$ cat src/hdl/lpds_pkg.sv
package lpds_pkg;

    localparam int COORD_BITS_DEF = 32;
    localparam int TRIG_ITERS_DEF = 16;

    localparam int CFG_DATA_W = 64;
    localparam int CFG_IDX_W  = 3;
    localparam int STAMP_W    = 52;
    localparam int SPAN_W     = 32;
    localparam int QUAT_W     = 64;
    localparam int QCOMP_W    = 16;
    localparam int ANGLE_W    = 16;

    // t in Q1.30, 0 .. 1.0
    localparam int FRAC_W = 31;
    localparam logic [FRAC_W-1:0] FRAC_ONE = 31'h4000_0000;

    // CORDIC datapath, Q2.30 with headroom
    localparam int TRIG_W = 34;
    localparam logic signed [TRIG_W-1:0] TRIG_ONE = 34'sd1073741824;

    localparam int DIV_STEPS = 30;

    typedef enum logic [CFG_IDX_W-1:0] {
        REG_TIME_END    = 3'd0,
        REG_INV_SPAN    = 3'd1,
        REG_TRANS_X     = 3'd2,
        REG_TRANS_Y     = 3'd3,
        REG_TRANS_Z     = 3'd4,
        REG_REL_QUAT    = 3'd5,
        REG_SLERP_ANGLE = 3'd6,
        REG_ROTATE_MODE = 3'd7
    } cfg_reg_t;

    localparam logic [29:0] ATAN_TAB [0:31] = '{
        30'd843314856, 30'd497837829, 30'd263043836, 30'd133525158,
        30'd67021686,  30'd33543515,  30'd16775850,  30'd8388437,
        30'd4194282,   30'd2097149,   30'd1048575,   30'd524287,
        30'd262143,    30'd131071,    30'd65535,     30'd32767,
        30'd16383,     30'd8191,      30'd4095,      30'd2047,
        30'd1023,      30'd511,       30'd255,       30'd127,
        30'd63,        30'd31,        30'd15,        30'd7,
        30'd3,         30'd1,         30'd0,         30'd0
    };

endpackage

$ cat src/hdl/lpds_cordic.sv
module lpds_cordic
    import lpds_pkg::*;
#(
    parameter int TRIG_ITERS = TRIG_ITERS_DEF
)
(
    input  logic                     clk,
    input  logic                     en,
    input  logic signed [TRIG_W-1:0] ang,
    output logic signed [TRIG_W-1:0] sin_out
);

    logic signed [TRIG_W-1:0] x_reg [TRIG_ITERS];
    logic signed [TRIG_W-1:0] y_reg [TRIG_ITERS];
    logic signed [TRIG_W-1:0] z_reg [TRIG_ITERS];

    for (genvar i = 0; i < TRIG_ITERS; i++)
    begin : g_stage
        logic signed [TRIG_W-1:0] xi, yi, zi, dx, dy, at;
        if (i == 0)
        begin : g_first
            assign xi = TRIG_ONE;
            assign yi = '0;
            assign zi = ang;
        end
        else
        begin : g_rest
            assign xi = x_reg[i-1];
            assign yi = y_reg[i-1];
            assign zi = z_reg[i-1];
        end
        assign dx = yi >>> i;
        assign dy = xi >>> i;
        assign at = $signed({4'b0000, ATAN_TAB[i]});

        always_ff @(posedge clk)
        begin
            if (en)
            begin
                if (!zi[TRIG_W-1])
                begin
                    x_reg[i] <= xi - dx;
                    y_reg[i] <= yi + dy;
                    z_reg[i] <= zi - at;
                end
                else
                begin
                    x_reg[i] <= xi + dx;
                    y_reg[i] <= yi - dy;
                    z_reg[i] <= zi + at;
                end
            end
        end
    end

    assign sin_out = y_reg[TRIG_ITERS-1];

endmodule

$ cat config.mk
export PLATFORM = sky130hd
export DESIGN_NAME = lpds_cordic
export DESIGN_NICKNAME = d
export VERILOG_FILES = /design/src/hdl/lpds_pkg.sv /design/src/hdl/lpds_cordic.sv
export SDC_FILE = /design/constraint.sdc
export NUM_CORES = 2
export LEC_CHECK = 0
export BUFFER_PORTS_ARGS = -buffer_cell sky130_fd_sc_hd__buf_2
export CORE_MARGIN = 5
export CORE_UTILIZATION = 48
export CTS_BUF_LIST = sky130_fd_sc_hd__clkbuf_16
export CTS_CLUSTER_SIZE = 40
export DETAILED_ROUTE_END_ITERATION = 10
export SLEW_MARGIN = 20
export SYNTH_ARGS = -nofsm -noshare
export SYNTH_HDL_FRONTEND = slang
export SYNTH_SLANG_ARGS = --single-unit
$ cat constraint.sdc
create_clock -name clk -period 6.49 [get_ports clk]
set_clock_uncertainty 0.1 [all_clocks]
set_input_delay 0.9735 -clock clk [delete_from_list [all_inputs] [get_ports clk]]
set_output_delay 0.9735 -clock clk [all_outputs]
set_load 0.1 [all_outputs]
Yosys cells after proc, flatten, opt, wreduce, memory -nomap -nowiden

Memories as Yosys holds them, arrays and structs flattened.
Index checks and enable logic that the tools add are counted.

Div/mod/pow operators: 0
Shifts and indexed selects: 0
Order comparisons: 0
Add/subtract/negate cells: 92
Muxes and demuxes: 144
Multipliers: 0
Bitwise gates (word level): 48
Eq/ne operators: 0
Reductions and logical operators: 0

Operator list:

| kind                                           | count |
|---|---|
| 34-bit two-way mux                             | 48 |
| 1-bit two-way mux                              | 96 |
| 34-bit by 19-bit adder with 34-bit output      | 2 |
| 34-bit by 20-bit adder with 34-bit output      | 2 |
| 34-bit by 21-bit adder with 34-bit output      | 2 |
| 34-bit by 22-bit adder with 34-bit output      | 2 |
| 34-bit by 23-bit adder with 34-bit output      | 2 |
| 34-bit by 24-bit adder with 34-bit output      | 2 |
| 34-bit by 25-bit adder with 34-bit output      | 2 |
| 34-bit by 26-bit adder with 34-bit output      | 2 |
| 34-bit by 27-bit adder with 34-bit output      | 2 |
| 34-bit by 28-bit adder with 34-bit output      | 2 |
| 34-bit by 29-bit adder with 34-bit output      | 2 |
| 34-bit by 30-bit adder with 34-bit output      | 2 |
| 34-bit by 31-bit adder with 34-bit output      | 2 |
| 34-bit by 32-bit adder with 34-bit output      | 2 |
| 34-bit by 33-bit adder with 34-bit output      | 2 |
| 34-bit by 19-bit subtractor with 34-bit output | 2 |
| 34-bit by 20-bit subtractor with 34-bit output | 2 |
| 34-bit by 21-bit subtractor with 34-bit output | 2 |
| 34-bit by 22-bit subtractor with 34-bit output | 2 |
| 34-bit by 23-bit subtractor with 34-bit output | 2 |
| 34-bit by 24-bit subtractor with 34-bit output | 2 |
| 34-bit by 25-bit subtractor with 34-bit output | 2 |
| 41 further kinds                               | 96 |

Output and inout bits: 34
Word-level logic and storage cells: 287
ROM bits: 0
RAM bits: 1632
Bits of input ports: 36
Latch bits: 0
Register bits: 0
Memories: 3

Memories:

| name  | depth | width | read ports | clocked after memory_dff | write ports | line              | source |
|---|---|---|---|---|---|---|---|
| x_reg | 16    | 34    | 15         | 0                        | 16          | lpds_cordic.sv:13 | `logic signed [TRIG_W-1:0] x_reg [TRIG_ITERS];` |
| y_reg | 16    | 34    | 16         | 0                        | 16          | lpds_cordic.sv:14 | `logic signed [TRIG_W-1:0] y_reg [TRIG_ITERS];` |
| z_reg | 16    | 34    | 15         | 0                        | 16          | lpds_cordic.sv:15 | `logic signed [TRIG_W-1:0] z_reg [TRIG_ITERS];` |

Logic depth before layout (Yosys ltp)

An unclocked memory read counts as a cell.

Depth in word-level cells: 5
Gate-level depth with buffers: 23
Mapped depth without buffers: 22

Worst setup path before layout

No wires, ideal clock.

Path kind: input port to flip-flop
Start: input port en
End: memory z_reg[13][31] (netlist: z_reg[1][201]), data pin
Arrival time: 5.362 ns
Stages on the path: 18
Path slack: 0.766 ns
Library setup time: 0.262 ns
Data required time: 6.128 ns
Buffers on the path: 4
Cells stage by stage: buf_6 > buf_2 > nand2_1 > inv_2 > clkbuf_1 > clkbuf_1 > ha_1 > a211oi_1 > nor4b_1 > nor4bb_1 > o21ai_1 > a311o_1 > a211oi_2 > o21ai_0 > a22o_1 > nor4_1 > a21oi_1 > xor2_1

RTL lines:

| what               | line              | source |
|---|---|---|
| start: declaration | lpds_cordic.sv:8  | `input logic en,` |
| end: declaration   | lpds_cordic.sv:15 |  |

==> impl_metrics.py <==
metrics = {
    "grt": {
        "grt_pass1_vias": 71700,
        "grt_usage": 0.216,
        "grt_overflow": 0,
        "grt_max_degree": 197,
        "grt_pass1_wl_microns": 375000,
        "antenna_found_initial": 1,
    },
    "floorplanning": {
        "die_area_sq_um": 210000,
        "core_area_sq_um": 200000,
        "die_height_microns": 458,
        "die_width_microns": 458,
        "rows": 164,
        "num_io_pins": 70,
        "initial_core_util": 0.483,
    },
    "final_layout": {
        "fill_cells": 18100,
        "largest_reg_flops": 477,
        "area_delta_synth_final_pct": 8.75,
        "nets": 11100,
        "utilization": 0.525,
        "layout-drive-gt1-share": 0.0511,
    },
    "clocking": {
        "htree_levels": 4,
        "root_buffer": "clkbuf_16",
        "ctsHoldBuffers": 0,
        "clk_latency_ps": 780,
        "postCtsSetupRepairBufs": 0,
        "clock-sinks": 1179,
        "cts_repair_resize_count": 0,
        "clockBufferDepth": 3,
        "clk_pin_slew_ps": 60,
        "cts_made_buffers": 146,
        "cts_tree": "done",
    },
    "hold_path": {
        "whs_path_depth": 1,
        "min_path_type": "in -> reg",
    },
    "timing": {
        "slew-limit-headroom": 0.231,
        "hold_viol_final": 0,
        "rsz0062_at_grt": "false",
        "fin_crit_ps": 5550,
        "tightestPinTransition_ps": 1150,
        "fin_crit_sh": 0.855,
        "max_clock_freq_mhz": 180,
        "hold_ws_ps": 265,
        "finalSetupViolations": 0,
        "drv_slew": 0,
        "tns_ps": 0,
    },
    "synth": {
        "syn_inst": 9794,
        "ys_ff_latch": 1179,
        "synth_edf_count": 1179,
        "synth_area_sq_um": 96500,
        "async_flop_share": 0,
        "yosys-top-cells-count": "edfxtp_1 (1179), ha_1 (1113), a21oi_1 (1030)",
        "netlist.area_leader.share": 0.367,
        "synth_area_per_cell_sq_um": 9.85,
        "yosysSeqAreaShare": 0.367,
        "synth_nets": 11000,
        "synth_area_leader_cell": "edfxtp_1",
        "synth_most_common_cell": "edfxtp_1",
        "ys_types": 109,
        "yosys_warnings": 0,
        "ys_dominant_reg_cell": "edfxtp_1",
        "ys_top_cells_by_area": "edfxtp_1 (37%), ha_1 (14%), xnor2_1 (8.8%)",
    },
    "worst_setup_path": {
        "crit_type": "reg -> reg",
        "r2r_cells": 20,
        "path_buf_inv": 0,
        "required_ps": 6910,
        "cp_max_fo": 5,
        "r2r-end": "x_reg[1][65]$_DFFE_PP_",
        "cp_slowest_stage_delay_ps": 600,
        "cp_num_cells": 20,
        "slowest_stage": "nor4b_2",
        "cp.arrival_ps": 5970,
        "reg2reg_from": "y_reg[1][13]$_DFFE_PP_",
        "regToRegSetupSlack_ps": 940,
        "cp-end-kind": "flip-flop",
        "cp_common_cell": "a21oi_1",
        "start_kind": "flip-flop",
        "critical_path.endpoint": "x_reg[1][65]$_DFFE_PP_",
        "path_delay_family": "simple AND/OR/NAND/NOR gates",
        "crit_chain": "nor3_1 > nand2b_1 > nor3_1 > nor4b_2 > nand2_1 > nor2_1 > a21oi_1 > xor2_1 > ha_1 > nand4_1 > nor2_1 > nand2_1 > o22ai_1 > a21oi_1 > a41oi_1 > a41o_1 > o31ai_1 > nand2b_1 > a21oi_1 > xnor2_1",
        "cp-startpoint": "y_reg[1][13]$_DFFE_PP_",
    },
    "placement": {
        "dp_hpwl_microns": 184000,
        "place_congestion": 0.912,
        "place.port_buffers": 69,
    },
    "detailed_routing": {
        "vias": 72600,
        "drt_wl_total_microns": 234000,
        "first_pass_iters": 8,
        "drc": 0,
        "viasPerCell": 5.73,
        "wire_per_inst_microns": 18.4,
        "drtIter0Drc": 4287,
        "drtAntennaViolNets": 0,
    },
    "run": {
        "drv_cap": 0,
    },
    "run_status": {
        "status": "finished, final reports clean",
    },
}
-- worst register-to-register path, delay by kind of cell (launching register included) --
kind | cells | cell delay, ps
AO/OA/AOI/OAI | 7 | 1700
adder cells (fa/ha/maj) | 1 | 330
AND/OR/NAND/NOR | 10 | 2230
XOR/XNOR | 2 | 400
flip-flops | 1 | 520
-- kinds of logic (layout without fill, tap and decap cells) --
group / after synthesis / in the layout / share of synthesized area
flip-flops: 1179 / 1179 / 0.367
other: 0 / 2 / 0
XOR/XNOR: 1415 / 1415 / 0.129
buffers and inverters: 602 / 831 / 0.0236
multiplexers: 80 / 80 / 0.00866
adder cells (fa/ha/maj): 1151 / 1151 / 0.152
AND/OR/NAND/NOR: 2350 / 2350 / 0.119
AO/OA/AOI/OAI: 3017 / 3017 / 0.201
-- routing by layer --
metal | wire, microns | GRT usage
met5 | 0 | 0
met4 | 7680 | 0.0705
met3 | 7790 | 0.0240
met2 | 116000 | 0.389
met1 | 103000 | 0.271
-- layout make-up --
type	instances	area [sq um]	area share
multi-input cells	8013	58800	0.561
flip-flops and latches	1179	35400	0.337
clock buffers	149	3730	0.0355
well taps	2656	3320	0.0317
inverters	418	1570	0.0150
clock inverters	118	1110	0.0106
repair buffers	146	983	0.00937
diodes	2	5.00	0.0000477
-- layout by cell type (no fill, tap or decap), drive strengths merged, types with 30 or more instances in the layout --
master	n
a211oi	87
nand2b	192
o21ai	482
and2	44
or3	40
clkinv	67
clkbuf	149
o21a	152
mux2i	52
a21o	536
nand2	499
nand3	155
nor2	698
nor4	40
buf	146
o31ai	93
and3	88
or2	36
nor3	198
xnor2	975
inv	441
nor2b	177
xor2	440
nand4	91
edfxtp	1179
a31oi	92
o21bai	158
o211ai	30
fa	38
ha	1113
a21oi	1031
a21boi	38
o41ai	38
-- per-stage QoR --
stage,worst slack [ps],area [sq um],std cells
2_1_floorplan,766,96500,9794
3_3_place_gp,634,100000,12400
3_5_place_dp,528,100000,12400
4_1_cts,1010,105000,12700
5_1_grt,641,105000,12700
6_report,942,105000,12700
-- how the worst min path moves through the flow --
stage | start | to | slack [ps]
3_5_place_dp | z_reg[0][68]$_DFFE_PP_ | z_reg[0][102]$_DFFE_PP_ | 310
2_1_floorplan | z_reg[0][68]$_DFFE_PP_ | z_reg[0][102]$_DFFE_PP_ | 300
4_1_cts | ang[1] | z_reg[0][1]$_DFFE_PP_ | 190
3_3_place_gp | z_reg[0][68]$_DFFE_PP_ | z_reg[0][102]$_DFFE_PP_ | 310
5_1_grt | ang[1] | z_reg[0][1]$_DFFE_PP_ | 210
6_report | ang[1] | z_reg[0][1]$_DFFE_PP_ | 260
Power is left out: the tool's default activity adds up to more than one toggle a clock period on the data nets, which glitch-free logic cannot reach.
